===== config.mk =====
export PLATFORM = sky130hd
export DESIGN_NAME = fcoa_ram
export DESIGN_NICKNAME = d
export VERILOG_FILES = /design/src/rtl/fcoa_ram.sv
export SDC_FILE = /design/constraint.sdc
export NUM_CORES = 2
export LEC_CHECK = 0
export ABC_AREA = 1
export ABC_CLOCK_PERIOD_IN_PS = 4300
export BUFFER_PORTS_ARGS = -buffer_cell sky130_fd_sc_hd__buf_2
export CORE_MARGIN = 3
export CORE_UTILIZATION = 68
export CTS_BUF_LIST = sky130_fd_sc_hd__clkbuf_16
export DETAILED_ROUTE_END_ITERATION = 7
export HOLD_SLACK_MARGIN = 0.08
export PLACE_DENSITY_LB_ADDON = 0.3
export SETUP_SLACK_MARGIN = 0.2
export SYNTH_ARGS = -nofsm -noshare
export SYNTH_HDL_FRONTEND = slang
export SYNTH_SLANG_ARGS = --single-unit

===== constraint.sdc =====
create_clock -name clk -period 4.3 [get_ports clk]
set_clock_uncertainty 0.1 [all_clocks]
set_input_delay 0.86 -clock clk [delete_from_list [all_inputs] [get_ports clk]]
set_output_delay 0.86 -clock clk [all_outputs]
set_load 0.05 [all_outputs]

===== src/rtl/fcoa_ram.sv =====
// Generic single-clock RAM with one write port and one registered read port.
module fcoa_ram #(
	parameter int WIDTH = 8,
	parameter int DEPTH = 256
) (
	input  logic                     clk,
	input  logic                     we,
	input  logic [$clog2(DEPTH)-1:0] waddr,
	input  logic [WIDTH-1:0]         wdata,
	input  logic                     re,
	input  logic [$clog2(DEPTH)-1:0] raddr,
	output logic [WIDTH-1:0]         rdata
);

	logic [WIDTH-1:0] mem [DEPTH];
	logic [WIDTH-1:0] rdata_q;

	always_ff @(posedge clk) begin
		if (we) begin
			mem[waddr] <= wdata;
		end
		if (re) begin
			rdata_q <= mem[raddr];
		end
	end

	assign rdata = rdata_q;

endmodule


* Word level (Yosys, flattened, before mapping) *
Memories as Yosys holds them, arrays and structs flattened. A register that Yosys moved wholly into a read port is not among the register bits.
Index checks and enable logic that the tools add are counted.

word-level totals
  register bits = 0
  latch bits = 0
  bits in writable memories = 2,048
  memory bits (read-only) = 0
  input port bits = 27
  output and inout port bits = 8
  logic and storage cells = 3
  memories = 1

cells by class
  $add $sub $neg = 0
  $mul = 0
  divide/modulo/power cells = 0
  $lt $le $gt $ge = 0
  equality and inequality tests = 0
  shift operators = 0
  muxes and demuxes = 2
  bitwise logic cells = 0
  reduce and logical (&&, ||, !) cells = 0

memories
  memory  depth  width  read ports  clocked after memory_dff  wr ports  RTL line  text
  mem     256    8      1           1                         1         15        logic [WIDTH-1:0] mem [DEPTH];

operators with widths
  kind    number
  $mux 1  2

* Depth between registers and ports, before layout *
  depth after elaboration = 2
  mapped depth = 15
  gate-level depth less buffers = 11

* Least setup slack after synthesis *
No wires, ideal clock.

  path kind = input -> register
  start = in we
  end = mem mem[162][0] (enable)
  library setup time = 0.370 ns
  arrival = 1.981 ns
  required time = 3.830 ns
  path slack = 1.849 ns
  stages = 4
  buffers on the path = 2
  path through = clkbuf_1 nand3_1 clkbuf_1 nor2_1

on the way
  longest elaborated chain between the ends = 2

ends and longest elaborated chain
  element                       RTL line  text
  start, declared               7         input logic we,
  $mux 1                        19        if (we) begin
  $mux 1 (not written as such)  20        mem[waddr] <= wdata;
  end, declared                 15

No other way between the ends.

* Final worst setup path *
  start = in waddr[4]
  end = mem mem[159][4] (enable)

RTL lines
  element          RTL line  text
  start, declared  8         input logic [$clog2(DEPTH)-1:0] waddr,

No word-level cell before the write port.

==> reports/qor.yml <==
outcome:
  status: "finished, violations left"
  violations: "DRC"
logic_synthesis:
  ys.warnings.count: 0
  syn_nets: 7030
  ys.flop_type: "edfxtp_1"
  syn_area_per_cell_sq_um: 11.9
  ys_seq_elements: 2056
  yosysSeqAreaShare_pct: 74.0
  syn_area_sq_um: 83500
  netlist_instances: 7003
  synth_async_sr_flop_share_pct: 0
  synth_cell_types: 13
  synth_edf_count: 2056
worst_setup_path:
  critical_path_arrival_ns: 3.53
  worst-path-max-fanout: 16
  critical_path_class: "primary input to flip-flop"
  r2r_slack_ns: 1.99
  cp-end-kind: "flip-flop"
  critical_path.endpoint: "mem[159][4]"
  critPathRequiredTime_ns: 4.65
  crit_start: "waddr[4]"
  r2r-start: "mem[249][3]"
  cp-start-kind: "primary input"
  r2r_cells: 10
  reg2reg_to: "rdata[3]"
finish:
  nNetsFinal: 6958
  final_cell_mix: "nand2_1, edfxtp_1, nand3_1"
  syn_to_final_growth_pct: 9.30
  layout_commonest_cell: "nand2_1"
  fill_cells: 7161
  drive_above_1_share_pct: 6.63
placement:
  io_buffers: 34
  gp_congestion: 0.961
  hpwlAfterDp_microns: 128000
floorplan:
  rows: 127
  core_area_sq_um: 121000
  die_x_microns: 356
  start_util_pct: 69.0
  die_y_microns: 356
  io_pins: 35
  die_area_sq_um: 127000
route:
  route.vias.total: 57086
  drc: 10
  first_pass_iters: 8
  ant_nets: 0
  vias_per_cell: 6.56
  drtIter0Drc: 9130
  wl_per_cell_microns: 25.5
  routed_wl_microns: 222000
timing:
  rsz0062_at_grt: "false"
  worstMarginPinSlew_ns: 1.07
  max-slew-margin-rel_pct: 28.6
  period_needed_ns: 3.18
  max_freq_mhz: 314
  drv_slew: 0
  hold_viol: 0
  fin_crit_sh_pct: 74.0
  setup_viol: 0
  tns_ns: 0
global_route:
  antenna_found_initial: 9
  grt_overflow: 0
  grt_pass1_wl_microns: 333000
  track_usage_pct: 35.2
  grt_pass1_vias: 54740
  grt_max_degree: 146
clock_network:
  ctsRootBufferMaster: "clkbuf_16"
  clock_insertion_delay_worst_skew_ns: 0.84
  post_cts_buffers: 0
  hold_buffers: 0
  clk_path_buf_depth: 3
  htreeDepth: 4
  cts_tree: "done"
  clk_pin_slew_ns: 0.06
  cts.sinks: 2056
  cts_resized: 0
  numCtsBuffers: 194
power_and_ir_drop:
  power.switching_uw: 9210
  p_comb_share_pct: 6.4
  ir_worst_vdd_mv: 0.449
  swShare_pct: 22.7
  total_leakage_power_uw: 0.0319
  internal_power_uw: 31400
  p_clk_share_pct: 39.2
  power_uw: 40600
  seqPwrFrac_pct: 54.5
  powerDensity_nw_per_um2: 445
worst_hold_path:
  hp-class: "primary input to flip-flop"
  worstHoldStart: "re"
run:
  maxCapViolCount: 0
==> cells by family after synthesis <==
kind of cell,count (synthesis),share of synthesized area [%]
buf+inv,522,3.12
flops,2056,74.0
simple gates,4425,22.9
==> power by group through the flow <==
stage,Sequential (uW),Combinational (uW),Clock [uW]
2_1_floorplan,22600,1360,0
3_3_place_gp,22500,2410,0
3_5_place_dp,22500,2480,0
4_1_cts,22100,2500,15900
5_1_grt,22100,2730,16700
6_report,22100,2580,15900
==> cell type report <==
cell class	instances	area (sq um)	area share, %
multi-input combinational	4425	19100	21.0
inverter	39	180	0.197
sequential	2056	61700	67.7
clock buffer	199	4980	5.46
timing repair buffer	215	2300	2.53
antenna	6	15.0	0.0165
clock inverter	150	870	0.953
tap	1612	2020	2.21
==> registers in the layout, summed over array words and instances (netlist names) <==
signal / flops
rdata: 8
mem: 2048
==> Yosys cell counts (2+ instances only) <==
library cell / n / area [sq um]
clkbuf_1: 112 / 420
edfxtp_1: 2056 / 61700
nor2_1: 283 / 1060
buf_4: 46 / 345
buf_1: 40 / 150
inv_2: 2 / 7.51
nand2_1: 2123 / 7970
buf_2: 268 / 1340
nand3_1: 2019 / 10100
inv_1: 36 / 135
buf_6: 16 / 180
==> routing by layer <==
layer	vias up	global-route usage, %	wire length, microns
li1	24724	-	-
met1	27279	48.0	76600
met2	4347	53.8	103000
met3	722	8.86	30400
met4	14	17.2	11700
met5	-	0	113
==> worst min-delay path by stage <==
stage / to / cells past startpoint
6_report: rdata[1] / 1
5_1_grt: rdata[2] / 1
4_1_cts: rdata[2] / 1
3_5_place_dp: rdata[1] / 10
3_3_place_gp: rdata[7] / 10
2_1_floorplan: rdata[0] / 10
==> through the flow <==
step	setup WS, ns	hold slack, ns	utilization (%)	area, sq um	instances
floorplan	1.85	0.811	-	83500	7003
global placement	0.612	0.936	70.6	85400	8347
detailed placement	0.574	0.944	70.6	85400	8347
CTS	1.42	0.264	75.4	91200	8696
global route	1.21	0.295	75.4	91200	8696
finish	1.12	0.335	75.5	91200	8702
==> worst max-delay path, cell delays in order <==
cell     delay [ns]
buf_2          0.12
inv_1          0.04
nor2_1         0.75
nand3_1        0.81
nor2_1         0.93
Power figures use the tool's default switching activity.
