<file path="src/rtl/fcoa_pkg.sv">
// Package with the types, constants and helpers shared by the chain offset mapper.
package fcoa_pkg;

	// Geometry of the allocation table and of the file layout.
	localparam int NUM_BLOCKS   = 4096;
	localparam int TBL_AW       = $clog2(NUM_BLOCKS);
	localparam int BLK_W        = 12;
	localparam int BLOCK_SHIFT  = 9;
	localparam int HEADER_BYTES = 8;
	localparam int LEN_W        = 22;
	localparam int ADDR_W       = 21;
	localparam int WORD_W       = 32;
	localparam int POS_W        = LEN_W + 1;
	localparam int HOP_W        = POS_W - BLOCK_SHIFT;

	// Configuration port.
	localparam int CFG_IDX_W  = 1;
	localparam int CFG_DATA_W = 22;
	localparam logic [CFG_IDX_W-1:0] CFG_START_BLOCK = 1'd0;
	localparam logic [CFG_IDX_W-1:0] CFG_FILE_LENGTH = 1'd1;

	// Item operations and result status codes.
	localparam logic       OP_LOAD          = 1'b0;
	localparam logic       OP_READ          = 1'b1;
	localparam logic [1:0] STATUS_MAPPED    = 2'd0;
	localparam logic [1:0] STATUS_RANGE_ERR = 2'd1;
	localparam logic [1:0] STATUS_STORED    = 2'd2;

	typedef struct packed {
		logic                op;
		logic [BLK_W-1:0]    table_index;
		logic [BLK_W-1:0]    table_value;
		logic [WORD_W-1:0]   byte_offset;
		logic [WORD_W-1:0]   request_length;
	} item_t;

	typedef struct packed {
		logic [1:0]          status;
		logic [ADDR_W-1:0]   device_address;
		logic [LEN_W-1:0]    byte_count;
	} result_t;

	typedef struct packed {
		logic [BLK_W-1:0]    start_block;
		logic [LEN_W-1:0]    file_length;
	} cfg_t;

	typedef struct packed {
		logic                we;
		logic [TBL_AW-1:0]   waddr;
		logic [BLK_W-1:0]    wdata;
		logic                re;
		logic [TBL_AW-1:0]   raddr;
	} tbl_req_t;

	typedef enum logic [1:0] {
		WS_IDLE,
		WS_EVAL,
		WS_WALK,
		WS_DONE
	} walk_state_t;

	// True when a block number has an entry in the table.
	function automatic logic in_table(input logic [BLK_W-1:0] blk);
		return (32'(blk) < 32'(NUM_BLOCKS));
	endfunction

	function automatic logic [TBL_AW-1:0] tbl_addr(input logic [BLK_W-1:0] blk);
		return TBL_AW'(blk);
	endfunction

endpackage

</file>
<file path="src/rtl/fcoa_walk.sv">
// Sequencer that stores table entries and walks the block chain for a read.
module fcoa_walk import fcoa_pkg::*; (
	input  logic              clk,
	input  logic              arst_n,
	input  logic              item_valid,
	input  item_t             item,
	output logic              item_ready,
	input  cfg_t              cfg,
	input  logic              out_free,
	output logic              res_fire,
	output result_t           res,
	output tbl_req_t          tbl,
	input  logic [BLK_W-1:0]  tbl_rdata
);

	walk_state_t        state_q, state_d;
	logic [WORD_W-1:0]  off_q;
	logic [WORD_W-1:0]  req_q;
	logic [HOP_W-1:0]   rem_q;
	logic [BLOCK_SHIFT-1:0] inblk_q;
	logic               in_range_q;
	result_t            res_q;

	logic               err;
	logic [LEN_W-1:0]   remain;
	logic [LEN_W-1:0]   count;
	logic [POS_W-1:0]   pos;
	logic [HOP_W-1:0]   hops;
	logic [BLOCK_SHIFT-1:0] inblk;
	logic [BLK_W-1:0]   cur;
	logic               accept;

	// Offset checks and clamping; only meaningful in the evaluate state.
	always_comb begin
		err    = off_q > WORD_W'(cfg.file_length);
		remain = cfg.file_length - off_q[LEN_W-1:0];
		count  = (req_q < WORD_W'(remain)) ? req_q[LEN_W-1:0] : remain;
		pos    = POS_W'(off_q[LEN_W-1:0]) + POS_W'(HEADER_BYTES);
		hops   = pos[POS_W-1:BLOCK_SHIFT];
		inblk  = pos[BLOCK_SHIFT-1:0];
	end

	// A block beyond the table reads as block zero.
	assign cur    = in_range_q ? tbl_rdata : '0;
	assign accept = item_valid && item_ready;

	always_ff @(posedge clk or negedge arst_n) begin
		if (!arst_n) begin
			state_q <= WS_IDLE;
		end else begin
			state_q <= state_d;
		end
	end

	always_comb begin
		state_d    = state_q;
		item_ready = 1'b0;
		res_fire   = 1'b0;
		res        = res_q;
		tbl        = '0;
		case (state_q)
			WS_IDLE: begin
				item_ready = out_free;
				if (item_valid && out_free) begin
					if (item.op == OP_LOAD) begin
						tbl.we    = in_table(item.table_index);
						tbl.waddr = tbl_addr(item.table_index);
						tbl.wdata = item.table_value;
						res_fire  = 1'b1;
						res       = '{status: STATUS_STORED, device_address: '0,
						              byte_count: '0};
					end else begin
						state_d = WS_EVAL;
					end
				end
			end
			WS_EVAL: begin
				if (err || hops == '0) begin
					state_d = WS_DONE;
				end else begin
					tbl.re    = 1'b1;
					tbl.raddr = tbl_addr(cfg.start_block);
					state_d   = WS_WALK;
				end
			end
			WS_WALK: begin
				if (rem_q == HOP_W'(1)) begin
					state_d = WS_DONE;
				end else begin
					tbl.re    = 1'b1;
					tbl.raddr = tbl_addr(cur);
				end
			end
			WS_DONE: begin
				if (out_free) begin
					res_fire = 1'b1;
					state_d  = WS_IDLE;
				end
			end
			default: begin
				state_d = WS_IDLE;
			end
		endcase
	end

	always_ff @(posedge clk) begin
		if (accept && item.op == OP_READ) begin
			off_q <= item.byte_offset;
			req_q <= item.request_length;
		end
		if (state_q == WS_EVAL) begin
			res_q.status         <= err ? STATUS_RANGE_ERR : STATUS_MAPPED;
			res_q.byte_count     <= err ? '0 : count;
			res_q.device_address <= err ? '0 : {cfg.start_block, inblk};
			inblk_q              <= inblk;
			rem_q                <= hops;
			in_range_q           <= in_table(cfg.start_block);
		end
		if (state_q == WS_WALK) begin
			rem_q      <= rem_q - HOP_W'(1);
			in_range_q <= in_table(cur);
			if (rem_q == HOP_W'(1)) begin
				res_q.device_address <= {cur, inblk_q};
			end
		end
	end

	// Every hop consumes the read issued in the cycle before.
	a_hop_has_read: assert property (@(posedge clk) disable iff (!arst_n)
		state_q == WS_WALK |-> $past(tbl.re))
		else $error("chain hop without a preceding table read");

	a_hops_left: assert property (@(posedge clk) disable iff (!arst_n)
		state_q == WS_WALK |-> rem_q != '0)
		else $error("chain walk running with no hops left");

	a_count_bounded: assert property (@(posedge clk) disable iff (!arst_n)
		(state_q == WS_DONE && res_q.status == STATUS_MAPPED)
			|-> res_q.byte_count <= cfg.file_length)
		else $error("byte count exceeds the file length");

	a_no_rw_overlap: assert property (@(posedge clk) disable iff (!arst_n)
		tbl.we |-> !tbl.re)
		else $error("table written while a walk read is issued");

endmodule

</file>
<file path="config.mk">
export PLATFORM = sky130hd
export DESIGN_NAME = fcoa_walk
export DESIGN_NICKNAME = d
export VERILOG_FILES = /design/src/rtl/fcoa_pkg.sv /design/src/rtl/fcoa_walk.sv
export SDC_FILE = /design/constraint.sdc
export NUM_CORES = 1
export LEC_CHECK = 0
export ABC_CLOCK_PERIOD_IN_PS = 4000
export BUFFER_PORTS_ARGS = -buffer_cell sky130_fd_sc_hd__buf_2
export CAP_MARGIN = 20
export CORE_UTILIZATION = 49
export DETAILED_ROUTE_END_ITERATION = 12
export PLACE_DENSITY = 0.78
export SYNTH_ARGS = -nofsm -noshare
export SYNTH_HDL_FRONTEND = slang
export SYNTH_SLANG_ARGS = --single-unit
</file>
<file path="constraint.sdc">
create_clock -name clk -period 4 [get_ports clk]
set_input_delay 0.8 -clock clk [delete_from_list [all_inputs] [get_ports clk]]
set_output_delay 0.8 -clock clk [all_outputs]
set_load 0.005 [all_outputs]
</file>
# Word-level counts from Yosys, hierarchy flattened
# Index checks and enable logic that the tools add are counted.
# Widths: inputs -> output; s select.
# op_classes
n_addsub	3
order_cmp	2
n_eq_ne	8
mux	29
n_reduce_logical	8
# ops
op	count
$mux 45	3
$mux 25	3
$mux 21	3
$mux 22	2
$mux 43	1
$gt 32x22->1	1
$lt 32x22->1	1
$mux 14	2
$mux 13	2
$pmux 13 s2	1
$add 22x4->23 const B	1
$sub 22x22->22	1
$eq 14x1->1 const B	1
$logic_not 14->1	1
$sub 14x1->14 const B	1
$mux 2	4
$ne 2x2->1 const B	4
$pmux 2 s4	1
$mux 1	6
$eq 2x2->1 const B	2
$reduce_and 4->1	1
$logic_and 1x1->1	3
$eq 2x1->1 const B	1
$logic_not 2->1	1
3 further kinds	3
# totals
reg_bits	133
in_bits	139
output_inout_bits	85
wordCells	58

# Longest topological paths before layout
# Gate-level depths: netlist of run 1.
# depth
ltp_word	7
mapped_depth	19
mapped_depth_nobuf	18

# Least setup slack after synthesis of run 1
# OpenSTA, ideal clock, no wires.
# synth_path
kind	input port to flip-flop
start	input cfg[0] (netlist name)
end	register res_q[0] (netlist name), data pin
setup_time_ps	168
t_arrival_ps	4289
path_slack_ps	-457
stages	18
cell_sequence	inv_1 -> ha_1 -> inv_1 -> fa_1 -> a21o_1 -> a2111oi_1 -> o32ai_1 -> nor2_1 -> xor2_1 -> ha_1 -> o21ai_0 -> nor2_1 -> nor4_1 -> o21ai_0 -> o21ai_1 -> clkbuf_1 -> nand2_1 -> a211oi_1
# synth_between
elab_chain_len	3
# synth_lines
element	line	text
start, declared	fcoa_walk.sv:8	input cfg_t cfg,
$sub 22x22->22	fcoa_walk.sv:36	remain = cfg.file_length - off_q[LEN_W-1:0];
$lt 32x22->1	fcoa_walk.sv:37	count = (req_q < WORD_W'(remain)) ? req_q[LEN_W-1:0] : remain;
$mux 22	fcoa_walk.sv:37	
end, declared	fcoa_walk.sv:22	result_t res_q;
# Parallel ways exist; a longest one is shown, timed or not.
# A chain may end at the register's enable or synchronous reset.

# Worst setup path in the final report of run 1
# layout_path
start	input cfg[0] (netlist name)
end	register res_q[10] (netlist name), data pin
# The elaborated chain is that of the path after synthesis.

==> results of run 1 <==
final timing paths:
check,start,endpoint,cells after the start
max in group asynchronous,arst_n,state_q[0],1
worst min-delay path,arst_n,state_q[1],1
worst max-delay path,cfg[0],res_q[10],25
worst min register to register,inblk_q[2],res_q[24],2
min in group clk,inblk_q[2],res_q[24],2
worst max register to register,off_q[4],res_q[16],19
final cells by class:
| class | instances | area [µm²] |
|---|---|---|
| fill | 1323 | 5440 |
| timing repair buffer | 358 | 2171 |
| multi-input combinational | 651 | 4842 |
| sequential | 133 | 3774 |
| clock inverter | 12 | 93.84 |
| clock buffer | 20 | 456.7 |
| tap | 225 | 281.5 |
| antenna | 1 | 2.502 |
| inverter | 62 | 235.2 |
kinds of logic after synthesis:
group	synth area share
muxes	0.009540
adders and majority gates	0.1049
AOI/OAI and AO/OA	0.1694
and+or+nand+nor	0.1898
xor gates and xnor gates	0.04351
DFF	0.4360
buffers and inverters	0.04683
critical path, stage by stage:
cell and delay [ps]:
sky130_fd_sc_hd__buf_8 100, sky130_fd_sc_hd__inv_4 50, sky130_fd_sc_hd__ha_4 130, sky130_fd_sc_hd__inv_2 40
sky130_fd_sc_hd__fa_2 380, sky130_fd_sc_hd__a21o_1 230, sky130_fd_sc_hd__a2111oi_4 400, sky130_fd_sc_hd__buf_4 200
sky130_fd_sc_hd__o31ai_4 70, sky130_fd_sc_hd__a21oi_2 160, sky130_fd_sc_hd__xor2_1 110, sky130_fd_sc_hd__buf_4 150
sky130_fd_sc_hd__buf_4 130, sky130_fd_sc_hd__buf_4 130, sky130_fd_sc_hd__buf_4 120, sky130_fd_sc_hd__buf_4 120
sky130_fd_sc_hd__buf_4 120, sky130_fd_sc_hd__buf_4 120, sky130_fd_sc_hd__buf_4 120, sky130_fd_sc_hd__buf_4 120
sky130_fd_sc_hd__buf_4 130, sky130_fd_sc_hd__buf_4 120, sky130_fd_sc_hd__buf_4 120, sky130_fd_sc_hd__a21o_1 150
sky130_fd_sc_hd__a21oi_2 100
through the flow:
| stage | hold slack, ps | instances | setup WS, ps | power, mW | utilization |
|---|---|---|---|---|---|
| 6_report | 158.7 | 1462 | -94.06 | 4.943 | 0.6855 |
| 3_3_place_gp | 477.0 | 1395 | -308.7 | 3.332 | 0.6216 |
| 4_1_cts | 144.3 | 1452 | -29.23 | 4.893 | 0.6694 |
| 5_1_grt | 148.7 | 1462 | -199.0 | 5.193 | 0.6855 |
| 3_5_place_dp | 485.9 | 1395 | -471.4 | 3.370 | 0.6216 |
| 2_1_floorplan | 461.4 | 886 | -12.87 | 2.816 | - |
layout by cell type, fill, tap and decap left out, types with 11 or more instances in the layout:
cell                          n
sky130_fd_sc_hd__nand4_1     11
sky130_fd_sc_hd__edfxtp_1   110
sky130_fd_sc_hd__buf_4      129
sky130_fd_sc_hd__inv_1       58
sky130_fd_sc_hd__nand3_1     25
sky130_fd_sc_hd__a41oi_1     21
sky130_fd_sc_hd__nor2_1      61
sky130_fd_sc_hd__clkbuf_16   17
sky130_fd_sc_hd__ha_1        66
sky130_fd_sc_hd__nor3_1      13
sky130_fd_sc_hd__and2_1      28
sky130_fd_sc_hd__a32o_1      12
sky130_fd_sc_hd__a21oi_1     66
sky130_fd_sc_hd__xnor2_1     27
sky130_fd_sc_hd__xor2_1      16
sky130_fd_sc_hd__nor4_1      11
sky130_fd_sc_hd__nor2b_1     69
sky130_fd_sc_hd__buf_2      222
sky130_fd_sc_hd__dfxtp_1     21
sky130_fd_sc_hd__a21o_1      22
sky130_fd_sc_hd__nand2_1     38
sky130_fd_sc_hd__o21ai_0     25
registers in the layout, indices dropped and copies added, names as in the netlist:
signal	count
res_q	44
off_q	32
req_q	32
rem_q	14
inblk_q	9
state_q	2
power breakdown:
part	total, mW	switching, mW	leakage (nW)	internal (mW)
sequential	1.94	0.131	1.23	1.81
combinational	1.55	0.886	3.89	0.663
clock	1.46	0.623	0.261	0.833
cells in the mapped netlist (3+ instances only):
cell	instances	share of area
sky130_fd_sc_hd__inv_1	61	0.026
sky130_fd_sc_hd__o211ai_1	4	0.0035
sky130_fd_sc_hd__o21ai_0	30	0.017
sky130_fd_sc_hd__nand4_1	11	0.0080
sky130_fd_sc_hd__a21oi_1	74	0.043
sky130_fd_sc_hd__edfxtp_1	110	0.38
sky130_fd_sc_hd__o22ai_1	5	0.0036
sky130_fd_sc_hd__or3_1	7	0.0051
sky130_fd_sc_hd__o21bai_1	3	0.0026
sky130_fd_sc_hd__or2_2	4	0.0029
sky130_fd_sc_hd__a31oi_1	5	0.0036
sky130_fd_sc_hd__mux2i_1	6	0.0069
sky130_fd_sc_hd__xor2_1	16	0.016
sky130_fd_sc_hd__nor4_1	13	0.0094
sky130_fd_sc_hd__nand2_1	39	0.017
sky130_fd_sc_hd__clkbuf_1	37	0.016
sky130_fd_sc_hd__o31a_1	3	0.0030
sky130_fd_sc_hd__a41oi_1	22	0.022
sky130_fd_sc_hd__nor2b_1	69	0.050
sky130_fd_sc_hd__nand3_1	33	0.019
sky130_fd_sc_hd__nor2_1	63	0.027
sky130_fd_sc_hd__or4_1	4	0.0035
sky130_fd_sc_hd__ha_1	71	0.10
sky130_fd_sc_hd__a32o_1	12	0.014
sky130_fd_sc_hd__and2_1	28	0.020
sky130_fd_sc_hd__dfxtp_1	21	0.049
sky130_fd_sc_hd__a21o_1	22	0.019
sky130_fd_sc_hd__xnor2_1	27	0.027
sky130_fd_sc_hd__nor3_1	15	0.0087
sky130_fd_sc_hd__and3_1	11	0.0080
sky130_fd_sc_hd__o31ai_1	3	0.0026
sky130_fd_sc_hd__o21a_1	6	0.0052
sky130_fd_sc_hd__a211oi_1	9	0.0078
sky130_fd_sc_hd__a2111oi_0	4	0.0040
routing by layer:
metal  share of wire  wire length, µm  up-vias  global-route usage
li1                -                -     3916                   -
met1            0.43            10800     3847              0.3620
met2            0.48            11920      337              0.4310
met3           0.065             1631       58             0.05255
met4           0.026              656        0             0.09238
met5               0                0        -                   0
timing repair:
item                                    in CTS  in global routing
buffers inserted                            24                  8
pin swaps                                   16                 28
cloned                                       1                  1
resized for setup                           20                 43
hold endpoints to repair                     0                  0
endpoints found under the setup margin      20                 35
==> PnR_summary.wiki, run 1 <==
{| class="wikitable"
! Metric !! Value
|-
| Total GRT Usage || 0.2686
|-
| Number of different library cells in the post-synthesis netlist || 62
|-
| Clock tree from TritonCTS || done
|-
| Sum of negative setup slack || -696.5 ps
|-
| CP endpoint kind || flip-flop
|-
| Final setup slack of the worst path || -94.06 ps
|-
| CP Data Required Time || 4290 ps
|-
| Final Hold Violating Endpoints || 0
|-
| Total cell area at the placement stage || 10750 µm²
|-
| Clock buffer count from CTS || 17
|-
| Clk pin slew, worst setup/hold paths || 60 ps
|-
| Antenna Violating Nets Remaining || 0
|-
| Final Setup Violations || 17
|-
| Die outline height || 134.9 µm
|-
| Post-route clock period utilization || 1.024
|-
| Post-detail-place hpwl || 17.65 mm
|-
| Total via count in the routed design || 8158
|-
| Clock Sinks || 133
|-
| Routed via count divided by cell count || 5.580
|-
| First DRT Iteration DRCs || 597
|-
| Peak supply drop || 0.3132 mV
|-
| Remaining routing DRC violations || 0
|-
| Reg-to-reg slack, setup || -40 ps
|-
| Total gr overflow || 0
|-
| Die width || 134.9 µm
|-
| Number of max-slew violations in the final report || 0
|-
| Number of primary I/O pins || 224
|-
| Yosys synthesis warning count || 0
|-
| RD Place Congestion || 0.9129
|-
| Fin crit period || 4094 ps
|-
| Syn avg cell area || 9.770 µm²
|-
| Clock tree root driver cell || sky130_fd_sc_hd__clkbuf_16
|-
| Antenna violations before repair || 1
|-
| Rows || 48
|-
| Global-route wire length before repair || 37.78 mm
|-
| Summed instance area of the synthesized netlist || 8656 µm²
|-
| CTS Buffer Depth || 2
|-
| Maximum achievable frequency || 0.2443 GHz
|-
| Startpoint Class || input port
|-
| Vias in the first global route || 7591
|-
| Initial Util || 0.5004
|-
| Top FF cell, synth || sky130_fd_sc_hd__edfxtp_1
|-
| Floorplan Core Area || 17300 µm²
|-
| Failing checks || setup timing
|-
| Power per cell area || 416.9 nW/µm²
|-
| Post-Route Skew || 12.00 ps
|-
| Number of flip-flops and latches in the synthesized netlist || 133
|-
| Synthesized net count || 1097
|-
| Hold Path Class || input port to asynchronous set/reset pin
|-
| Total of hold buffers inserted after clock tree synthesis || 0
|-
| Largest fanout on the critical path || 3
|-
| Cell count after synthesis || 886
|-
| Crit Path Category || input port to flip-flop
|-
| Wirelength per Cell || 17.10 µm
|-
| Standby leakage power || 5.376 nW
|-
| Data arrival time of the worst path || 4380 ps
|-
| Iteration count of the initial detailed-routing pass || 5
|-
| Later-pin clock latency in the skew report || 430 ps
|-
| Overall routed net length || 25.00 mm
|-
| Final design area excluding fillers || 11860 µm²
|-
| Number of input and output port buffers inserted || 223
|-
| Number of max-capacitance violations reported || 0
|-
| Part of the Yosys area used for sequential elements || 0.4360
|-
| RSZ-0062 raised after global routing || true
|-
| Relative slew slack || 0.4433
|-
| Run status || complete, but fails checks
|-
| Area growth syn-to-layout || 36.98%
|-
| Number of enable flip-flop cells after synthesis || 110
|-
| Fraction of final layout cells sized beyond drive strength 1 || 0.3665
|-
| Share of flip-flops with an asynchronous set or reset after synthesis || 0.01504
|-
| Count of nets after finishing || 1434
|-
| H-tree levels || 4
|-
| Tightest Pin Transition || 835.0 ps
|-
| Maximum number of pins on one net before global-route repair || 76
|-
| Die Area || 18200 µm²
|}
No activity file was read; power rests on OpenSTA's default activity.
==> run 2: changes to the inputs <==
==> constraint.sdc (replaced) <==
create_clock -name clk -period 4 [get_ports clk]
set_input_delay 0.8 -clock clk [delete_from_list [all_inputs] [get_ports clk]]
set_output_delay 0.8 -clock clk [all_outputs]
set_load 0.05 [all_outputs]
==> run 2 against run 1 <==
  * The run still ends with setup timing left
  * Wire length is 0.66% higher
  * Cell count is 0.82% lower
  * Clock power is 12% higher
  * Clock skew is 1.3 ps higher
  * Total power is 11% higher
  * Cell area is 0.48% higher
  * Hold slack worse by 9.9 ps
==> PnR_summary.wiki, run 2 (synthesized netlist as in run 1, its figures left out) <==
{| class="wikitable"
! Metric !! Value
|-
| Final setup slack of the worst path || -84.50 ps (was -94.06 ps)
|-
| Post-Route Skew || 13.34 ps (was 12.00 ps)
|-
| First DRT Iteration DRCs || 552 (was 597)
|-
| Combinational fraction of design power || 0.352 (was 0.313)
|-
| Number of max-capacitance violations reported || 0 (unchanged)
|-
| Fraction of final layout cells sized beyond drive strength 1 || 0.3701 (was 0.3665)
|-
| CP Data Required Time || 4280 ps (was 4290 ps)
|-
| Detailed-routed wire length on met3 || 1.765 mm (was 1.631 mm)
|-
| Power per cell area || 461.8 nW/µm² (was 416.9 nW/µm²)
|-
| Reg-to-reg slack, setup || -50 ps (was -40 ps)
|-
| Total GRT Usage || 0.2640 (was 0.2686)
|-
| Total cell area at the placement stage || 10750 µm² (unchanged)
|-
| Hold Path Class || input port to asynchronous set/reset pin (unchanged)
|-
| Wirelength per Cell || 17.36 µm (was 17.10 µm)
|-
| Final Hold Violating Endpoints || 0 (unchanged)
|-
| Path depth of the worst reg2reg path || 18 (was 19)
|-
| Clock buffer count from CTS || 17 (unchanged)
|-
| Clk pin slew, worst setup/hold paths || 70 ps (was 60 ps)
|-
| Tightest Pin Transition || 860.2 ps (was 835.0 ps)
|-
| Clock tree from TritonCTS || done (unchanged)
|-
| Final core occ || 0.6888 (was 0.6855)
|-
| Total of hold buffers inserted after clock tree synthesis || 0 (unchanged)
|-
| Clock Sinks || 133 (unchanged)
|-
| Relative slew slack || 0.4265 (was 0.4433)
|-
| Global-route wire length before repair || 37.11 mm (was 37.78 mm)
|-
| Run status || complete, but fails checks (unchanged)
|-
| Most common cell after layout, fill and taps aside || sky130_fd_sc_hd__buf_2 (unchanged)
|-
| Maximum achievable frequency || 0.2448 GHz (was 0.2443 GHz)
|-
| Floorplan Core Area || 17300 µm² (unchanged)
|-
| Antenna Violating Nets Remaining || 0 (unchanged)
|-
| Number of input and output port buffers inserted || 223 (unchanged)
|-
| Die outline height || 134.9 µm (unchanged)
|-
| Count of nets after finishing || 1422 (was 1434)
|-
| Vias in the first global route || 7484 (was 7591)
|-
| Crit Path Category || input port to flip-flop (unchanged)
|-
| Routed via count divided by cell count || 5.629 (was 5.580)
|-
| Data arrival time of the worst path || 4370 ps (was 4380 ps)
|-
| Register with the most flip-flops || res_q (unchanged)
|-
| Die Area || 18200 µm² (unchanged)
|-
| Final design area excluding fillers || 11910 µm² (was 11860 µm²)
|-
| Clock tree root driver cell || sky130_fd_sc_hd__clkbuf_16 (unchanged)
|-
| Post-detail-place hpwl || 17.58 mm (was 17.65 mm)
|-
| Total via count in the routed design || 8162 (was 8158)
|-
| Final cell count without fillers || 1450 (was 1462)
|-
| Number of primary I/O pins || 224 (unchanged)
|-
| Met2 layer wire length in the routed design || 12.43 mm (was 11.92 mm)
|-
| Number of placed instances, taps included || 1392 (was 1395)
|-
| CTS Buffer Depth || 2 (unchanged)
|-
| Critical R2R Capture || res_q[10] (was res_q[16])
|-
| Top routing layer in use || met5 (was met4)
|-
| Largest fanout on the critical path || 8 (was 3)
|-
| Maximum number of pins on one net before global-route repair || 76 (unchanged)
|-
| RSZ-0062 raised after global routing || true (unchanged)
|-
| Iteration count of the initial detailed-routing pass || 5 (unchanged)
|-
| Switching power || 2.069 mW (was 1.640 mW)
|-
| Rows || 48 (unchanged)
|-
| Overall routed net length || 25.17 mm (was 25.00 mm)
|-
| Sw Share || 0.3760 (was 0.3318)
|-
| Fin crit period || 4084 ps (was 4094 ps)
|-
| Number of max-slew violations in the final report || 0 (unchanged)
|-
| Startpoint Class || input port (unchanged)
|-
| RD Place Congestion || 0.9352 (was 0.9129)
|-
| Final Setup Violations || 22 (was 17)
|-
| Antenna violations before repair || 2 (was 1)
|-
| Critical R2R Launch || off_q[3] (was off_q[4])
|-
| Fill cells || 1302 (was 1323)
|-
| H-tree levels || 4 (unchanged)
|-
| Area growth syn-to-layout || 37.64% (was 36.98%)
|-
| Remaining routing DRC violations || 0 (unchanged)
|-
| Internal power || 3.433 mW (was 3.303 mW)
|-
| Failing checks || setup timing (unchanged)
|-
| Final Total Pwr || 5.501 mW (was 4.943 mW)
|-
| Later-pin clock latency in the skew report || 430 ps (about the same)
|-
| CP endpoint kind || flip-flop (unchanged)
|-
| Standby leakage power || 5.444 nW (was 5.376 nW)
|-
| Share of total power in sequential cells || 0.352 (was 0.392)
|-
| Flip-flop count of the largest register after layout || 44 (unchanged)
|-
| Total gr overflow || 0 (unchanged)
|-
| Largest registers || res_q x44, off_q x32, req_q x32 (unchanged)
|-
| Initial Util || 0.5004 (unchanged)
|-
| Part of the total power dissipated in the clock network || 0.296 (was 0.295)
|-
| Peak supply drop || 0.3887 mV (was 0.3132 mV)
|-
| Commonest cells after routing, fill and taps aside || sky130_fd_sc_hd__buf_2 (210), sky130_fd_sc_hd__buf_4 (122), sky130_fd_sc_hd__edfxtp_1 (110), sky130_fd_sc_hd__a21oi_1 (69), sky130_fd_sc_hd__nor2b_1 (69) (was sky130_fd_sc_hd__buf_2 (222), sky130_fd_sc_hd__buf_4 (129), sky130_fd_sc_hd__edfxtp_1 (110), sky130_fd_sc_hd__nor2b_1 (69))
|-
| Routed length on met1 || 10.49 mm (was 10.80 mm)
|-
| Post-route clock period utilization || 1.021 (was 1.024)
|-
| Die width || 134.9 µm (unchanged)
|}
## run 2: changes by cell type in the layout (fill, tap and decap cells not counted), sizes merged
cell | before | now
clkinvlp | 3 | 2
buf | 358 | 345
clkinv | 4 | 1
inv | 67 | 72
clkbuf | 20 | 18
bufinv | 0 | 2
## run 2: metrics by stage
step	setup slack (ps)	hold WS [ps]	TNS, ps
5_1_grt	-310.1	137.6	-5124
3_5_place_dp	-433.7	483.7	-9014
6_report	-84.50	148.8	-608.3
4_1_cts	4.047	137.3	0
2_1_floorplan	-12.87	461.4	-12.87
3_3_place_gp	-361.7	483.5	-7884
## run 2: final cells by class
type / instances / area [µm²] / share of cell area
sequential: 133 / 3774 / 0.3167
tap: 225 / 281.5 / 0.02363
antenna: 1 / 2.502 / 0.0002100
clock inverter: 15 / 182.7 / 0.01533
clock buffer: 17 / 425.4 / 0.03571
multi-input combinational: 651 / 4842 / 0.4064
inverter: 62 / 235.2 / 0.01974
timing repair buffer: 346 / 2171 / 0.1822
## run 2: repair_timing
action                     in CTS  in global routing
cloned                          1                  3
pin swaps                       5                 26
buffers inserted                9                 12
setup endpoints to repair      20                 35
gates resized for setup        27                 55
## run 2: worst max-delay path: stages
cell and delay [ps]:
sky130_fd_sc_hd__buf_6 100, sky130_fd_sc_hd__inv_4 50, sky130_fd_sc_hd__ha_4 120, sky130_fd_sc_hd__inv_2 30, sky130_fd_sc_hd__fa_2 330, sky130_fd_sc_hd__a21o_1 230
sky130_fd_sc_hd__a2111oi_4 360, sky130_fd_sc_hd__buf_4 200, sky130_fd_sc_hd__o31ai_4 60, sky130_fd_sc_hd__a21oi_2 160, sky130_fd_sc_hd__xor2_1 240, sky130_fd_sc_hd__ha_1 270
sky130_fd_sc_hd__nand4_1 130, sky130_fd_sc_hd__nor2_1 60, sky130_fd_sc_hd__nor4_1 240, sky130_fd_sc_hd__o21ai_1 170, sky130_fd_sc_hd__o21ai_2 240, sky130_fd_sc_hd__buf_4 160
sky130_fd_sc_hd__clkbuf_16 150, sky130_fd_sc_hd__nand3_1 100, sky130_fd_sc_hd__a21oi_1 150
## run 2: how the worst max path moves through the flow
| stage | slack (ps) | end | cells after the start | startpoint |
|---|---|---|---|---|
| after global routing | -310 | res_q[10] | 20 | cfg[1] |
| after global placement | -360 | res_q[18] | 19 | cfg[0] |
| final | -80 | res_q[10] | 21 | cfg[0] |
| after CTS | 4 | res_q[19] | 21 | cfg[0] |
| after floorplan | -10 | res_q[0] | 17 | cfg[1] |
| after detailed placement | -430 | res_q[1] | 18 | cfg[1] |
## run 2: metal layers
| metal | vias to the layer above | GRT usage |
|---|---|---|
| met5 | - | 0 |
| met4 | 2 | 0.09363 |
| met3 | 43 | 0.05368 |
| met2 | 327 | 0.4284 |
| met1 | 3890 | 0.3495 |
| li1 | 3900 | - |
## run 2: power groups by stage
| stage | Sequential [mW] | Clock [mW] | Combinational, mW |
|---|---|---|---|
| 3_5_place_dp | 1.96 | 0 | 1.79 |
| 6_report | 1.94 | 1.63 | 1.94 |
| 2_1_floorplan | 1.92 | 0 | 1.27 |
| 5_1_grt | 1.96 | 1.69 | 2.08 |
| 4_1_cts | 1.93 | 1.64 | 1.85 |
| 3_3_place_gp | 1.96 | 0 | 1.75 |
==> run 3: changes to the inputs <==
--- a/config.mk
+++ b/config.mk
@@ -5,12 +5,13 @@
 export SDC_FILE = /design/constraint.sdc
 export NUM_CORES = 1
 export LEC_CHECK = 0
-export ABC_CLOCK_PERIOD_IN_PS = 4000
+export ABC_AREA = 1
+export ABC_CLOCK_PERIOD_IN_PS = 4750
 export BUFFER_PORTS_ARGS = -buffer_cell sky130_fd_sc_hd__buf_2
 export CAP_MARGIN = 20
-export CORE_UTILIZATION = 49
+export CORE_UTILIZATION = 59
 export DETAILED_ROUTE_END_ITERATION = 12
-export PLACE_DENSITY = 0.78
+export PLACE_DENSITY = 0.87
 export SYNTH_ARGS = -nofsm -noshare
 export SYNTH_HDL_FRONTEND = slang
 export SYNTH_SLANG_ARGS = --single-unit
==> constraint.sdc (replaced) <==
create_clock -name clk -period 4.75 [get_ports clk]
set_input_delay 0.95 -clock clk [delete_from_list [all_inputs] [get_ports clk]]
set_output_delay 0.95 -clock clk [all_outputs]
set_load 0.05 [all_outputs]
==> run 3 against run 2 <==
  * The flow now finishes without violations
  * Combinational power decreased by 22%
  * Cell count rose by 9.4%
  * Synthesized cell count up 32%
  * Sequential power fell by 15%
  * Non-clock buffer count shrank 111
  * Clock-buffer cell count rose by 3
  * Via count rose by 2.9%
  * Sequential share of layout area grew 2.8 points
  * Total power is 19% lower
  * Synthesized area increased by 4.9%
  * Highest routed layer is now met4
==> PnR_summary.wiki, run 3 <==
{| class="wikitable"
! Metric !! Value
|-
| Run status || finished, final reports clean (was complete, but fails checks)
|-
| CP max stage delay || 400 ps (was 360 ps)
|-
| Part of the total power dissipated in the clock network || 0.289 (was 0.296)
|-
| Vias in the first global route || 7953 (was 7484)
|-
| Clock buffer count from CTS || 17 (unchanged)
|-
| Total via count in the routed design || 8402 (was 8162)
|-
| Count of buffering cells on the critical path with inverters included || 4 (was 6)
|-
| Clock tree from TritonCTS || done (unchanged)
|-
| Internal power || 2.709 mW (was 3.433 mW)
|-
| Number of input and output port buffers inserted || 223 (unchanged)
|-
| Share of total power in sequential cells || 0.371 (was 0.352)
|-
| Count of nets after finishing || 1600 (was 1422)
|-
| Largest fanout on the critical path || 20 (was 8)
|-
| Global-route wire length before repair || 37.05 mm (was 37.11 mm)
|-
| RD Place Congestion || 0.9404 (was 0.9352)
|-
| Number of max-slew violations in the final report || 0 (unchanged)
|-
| Die outline height || 126.1 µm (was 134.9 µm)
|-
| Hold Path Class || input port to asynchronous set/reset pin (unchanged)
|-
| Critical R2R Capture || res_q[15] (was res_q[10])
|-
| Series of cell instances along the critical path || buf_2 -> inv_1 -> ha_1 -> nand2_1 -> nor2_1 -> inv_1 -> nor4_1 -> nand2_1 -> nand2_1 -> nand2_2 -> nand3_1 -> nor2_1 -> nor2_1 -> nor2_1 -> buf_2 (was buf_6 -> inv_4 -> ha_4 -> inv_2 -> fa_2 -> a21o_1 -> a2111oi_4 -> buf_4 -> o31ai_4 -> a21oi_2 -> xor2_1 -> ha_1 -> nand4_1 -> nor2_1 -> nor4_1 -> o21ai_1 -> o21ai_2 -> buf_4 -> clkbuf_16 -> nand3_1 -> a21oi_1)
|-
| Fill cells || 1128 (was 1302)
|-
| RSZ-0062 raised after global routing || false (was true)
|-
| Number of placed instances, taps included || 1553 (was 1392)
|-
| Part of the Yosys area used for sequential elements || 0.4156 (was 0.4360)
|-
| Total of hold buffers inserted after clock tree synthesis || 0 (unchanged)
|-
| Wirelength per Cell || 14.68 µm (was 17.36 µm)
|-
| Number of flip-flops and latches in the synthesized netlist || 133 (unchanged)
|-
| Post-detail-place hpwl || 17.28 mm (was 17.58 mm)
|-
| Data arrival time of the worst path || 3490 ps (was 4370 ps)
|-
| Post-synthesis cell type with the largest combined area || sky130_fd_sc_hd__edfxtp_1 (unchanged)
|-
| Floorplan Core Area || 14750 µm² (was 17300 µm²)
|-
| Final Setup Violations || 0 (was 22)
|-
| Iteration count of the initial detailed-routing pass || 6 (was 5)
|-
| Cell count after synthesis || 1169 (was 886)
|-
| Portion of synthesized cell area occupied by the leading cell type || 0.3638 (was 0.3816)
|-
| CTS Buffer Depth || 2 (unchanged)
|-
| Later-pin clock latency in the skew report || 430 ps (about the same)
|-
| Clock Sinks || 133 (unchanged)
|-
| Top FF cell, synth || sky130_fd_sc_hd__edfxtp_1 (unchanged)
|-
| Area used by sequential logic in the layout || 3774 µm² (unchanged)
|-
| Peak supply drop || 0.2882 mV (was 0.3887 mV)
|-
| Register with the most flip-flops || res_q (unchanged)
|-
| Fin crit period || 4437 ps
|-
| Switching power || 1.724 mW (was 2.069 mW)
|-
| Area of the multi-input gates || 4392 µm² (was 4842 µm²)
|-
| Clk pin slew, worst setup/hold paths || 60 ps (was 70 ps)
|-
| Cell mode on critical path || sky130_fd_sc_hd__nor2_1 (was sky130_fd_sc_hd__buf_4)
|-
| Critical R2R Launch || off_q[5] (was off_q[3])
|-
| Routed via count divided by cell count || 5.294 (was 5.629)
|-
| Number of gates resized after cts || 0 (was 27)
|-
| Sum of negative setup slack || 0 ps (was -608.3 ps)
|-
| Most common cell after layout, fill and taps aside || sky130_fd_sc_hd__nor2_1 (was sky130_fd_sc_hd__buf_2)
|-
| Antenna violations before repair || 2 (unchanged)
|-
| CP Data Required Time || 3800 ps (was 4280 ps)
|-
| Number of enable flip-flop cells after synthesis || 110 (unchanged)
|-
| Fraction of final layout cells sized beyond drive strength 1 || 0.2106 (was 0.3701)
|-
| Maximum achievable frequency || 0.2254 GHz
|-
| CP max stage cell || sky130_fd_sc_hd__ha_1 (was sky130_fd_sc_hd__a2111oi_4)
|-
| First DRT Iteration DRCs || 720 (was 552)
|-
| Die Area || 15890 µm² (was 18200 µm²)
|-
| Most instantiated cells after synthesis || sky130_fd_sc_hd__nor2_1 (234), sky130_fd_sc_hd__nand2_1 (205), sky130_fd_sc_hd__inv_1 (197), sky130_fd_sc_hd__edfxtp_1 (110), sky130_fd_sc_hd__ha_1 (71) (was sky130_fd_sc_hd__edfxtp_1 (110), sky130_fd_sc_hd__a21oi_1 (74), sky130_fd_sc_hd__ha_1 (71), sky130_fd_sc_hd__nor2b_1 (69), sky130_fd_sc_hd__nor2_1 (63))
|-
| Crit Path Category || input port to output port (was input port to flip-flop)
|-
| Sw Share || 0.3889 (was 0.3760)
|-
| Overall routed net length || 23.29 mm (was 25.17 mm)
|-
| Power per cell area || 405.4 nW/µm² (was 461.8 nW/µm²)
|-
| Yosys synthesis warning count || 0 (unchanged)
|-
| Area growth syn-to-layout || 20.42% (was 37.64%)
|-
| Startpoint Class || input port (unchanged)
|-
| Kind of cell with the highest combined delay on the critical path || simple AND/OR/NAND/NOR gates (was compound AO/OA/AOI/OAI gates)
|-
| Count leader, synth || sky130_fd_sc_hd__nor2_1 (was sky130_fd_sc_hd__edfxtp_1)
|-
| Post-Route Skew || 11.80 ps (was 13.34 ps)
|-
| Initial Util || 0.6154 (was 0.5004)
|-
| Total GRT Usage || 0.2969 (was 0.2640)
|-
| Flip-flop count of the largest register after layout || 44 (unchanged)
|-
| Clock tree root driver cell || sky130_fd_sc_hd__clkbuf_16 (unchanged)
|-
| Relative slew slack || 0.4105 (was 0.4265)
|-
| Rows || 44 (was 48)
|-
| Share of flip-flops with an asynchronous set or reset after synthesis || 0.01504 (unchanged)
|-
| Total gr overflow || 0 (unchanged)
|-
| Remaining routing DRC violations || 0 (unchanged)
|-
| Summed instance area of the synthesized netlist || 9080 µm² (was 8656 µm²)
|-
| Number of primary I/O pins || 224 (unchanged)
|-
| Combinational fraction of design power || 0.340 (was 0.352)
|-
| Synthesized net count || 1380 (was 1097)
|-
| H-tree levels || 4 (unchanged)
|-
| Standby leakage power || 5.343 nW (was 5.444 nW)
|-
| Tightest Pin Transition || 884.3 ps (was 860.2 ps)
|-
| Number of max-capacitance violations reported || 0 (unchanged)
|-
| Top post-synthesis cells by area || sky130_fd_sc_hd__edfxtp_1 (36%), sky130_fd_sc_hd__ha_1 (9.8%), sky130_fd_sc_hd__nor2_1 (9.7%), sky130_fd_sc_hd__nand2_1 (8.5%), sky130_fd_sc_hd__inv_1 (8.1%) (was sky130_fd_sc_hd__edfxtp_1 (38%), sky130_fd_sc_hd__ha_1 (10%), sky130_fd_sc_hd__nor2b_1 (5.0%), sky130_fd_sc_hd__dfxtp_1 (4.9%), sky130_fd_sc_hd__a21oi_1 (4.3%))
|-
| Largest registers || res_q x44, off_q x32, req_q x32 (unchanged)
|-
| Post-CTS setup-driven buffer insertion count || 0 (was 9)
|-
| Path depth of the worst reg2reg path || 22 (was 18)
|-
| Worst setup startpoint || cfg[17] (was cfg[0])
|-
| Antenna Violating Nets Remaining || 0 (unchanged)
|-
| Post-route clock period utilization || 0.9340
|-
| Syn avg cell area || 7.767 µm² (was 9.770 µm²)
|-
| Die width || 126.1 µm (was 134.9 µm)
|-
| Number of different library cells in the post-synthesis netlist || 45 (was 62)
|-
| Commonest cells after routing, fill and taps aside || sky130_fd_sc_hd__nor2_1 (233), sky130_fd_sc_hd__buf_2 (223), sky130_fd_sc_hd__nand2_1 (205), sky130_fd_sc_hd__inv_1 (197), sky130_fd_sc_hd__edfxtp_1 (110) (was sky130_fd_sc_hd__buf_2 (210), sky130_fd_sc_hd__buf_4 (122), sky130_fd_sc_hd__edfxtp_1 (110), sky130_fd_sc_hd__a21oi_1 (69), sky130_fd_sc_hd__nor2b_1 (69))
|-
| Maximum number of pins on one net before global-route repair || 47 (was 76)
|-
| Final Hold Violating Endpoints || 0 (unchanged)
|-
| CP endpoint kind || output port (was flip-flop)
|-
| Final cell count without fillers || 1587 (was 1450)
|-
| Reg-to-reg slack, setup || 660 ps (was -50 ps)
|}
-- run 3: power groups by stage --
stage               clock, mW  sequential, mW  combinational [mW]
CTS                      1.29            1.64                1.50
floorplan                   0            1.64                1.13
global placement            0            1.66                1.45
detailed placement          0            1.67                1.49
finish                   1.28            1.65                1.51
global route             1.33            1.66                1.64
-- run 3: kinds of logic after synthesis --
family,synth area share
AND/OR/NAND/NOR,0.2686
flip-flops,0.4156
XOR/XNOR,0.02701
AO/OA/AOI/OAI,0.08516
multiplexers,0.001102
buffers and inverters,0.1025
adder cells (fa/ha/maj),0.1000
-- run 3: through the flow --
stage	setup slack (ps)	utilization	total power, mW	hold slack [ps]	area [µm²]
2_1_floorplan	545.7	-	2.766	459.7	9080
3_3_place_gp	376.7	0.7017	3.105	472.0	10350
3_5_place_dp	167.4	0.7017	3.155	475.7	10350
4_1_cts	442.0	0.7402	4.431	291.2	10920
5_1_grt	129.3	0.7411	4.642	293.6	10930
6_report	313.5	0.7411	4.433	302.1	10930
-- run 3: layer usage --
layer  wire (µm)  vias up  part of all wire  track usage
met5           0        -                 0            0
met4         514        0             0.022       0.1184
met3        1690       44             0.073      0.06117
met2       11110      323              0.48       0.4963
met1        9980     3835              0.43       0.3771
li1            -     4200                 -            -
-- run 3: worst max-delay path by stage --
stage                     end  slack, ps  cells past startpoint
CTS                    tbl[1]        440                     15
floorplan            off_q[0]        550                      2
global placement    res_q[21]        380                     24
finish                 tbl[1]        310                     15
global route        res_q[20]        130                     25
detailed placement  res_q[15]        170                     26
-- run 3: layout make-up --
| class | count | share of cell area |
|---|---|---|
| Clock buffer | 20 | 0.03994 |
| Antenna cell | 2 | 0.0004577 |
| Tap cell | 184 | 0.02106 |
| Multi-Input combinational cell | 803 | 0.4016 |
| Inverter | 199 | 0.06831 |
| Clock inverter | 11 | 0.01202 |
| Sequential cell | 133 | 0.3451 |
| Timing Repair Buffer | 235 | 0.1115 |
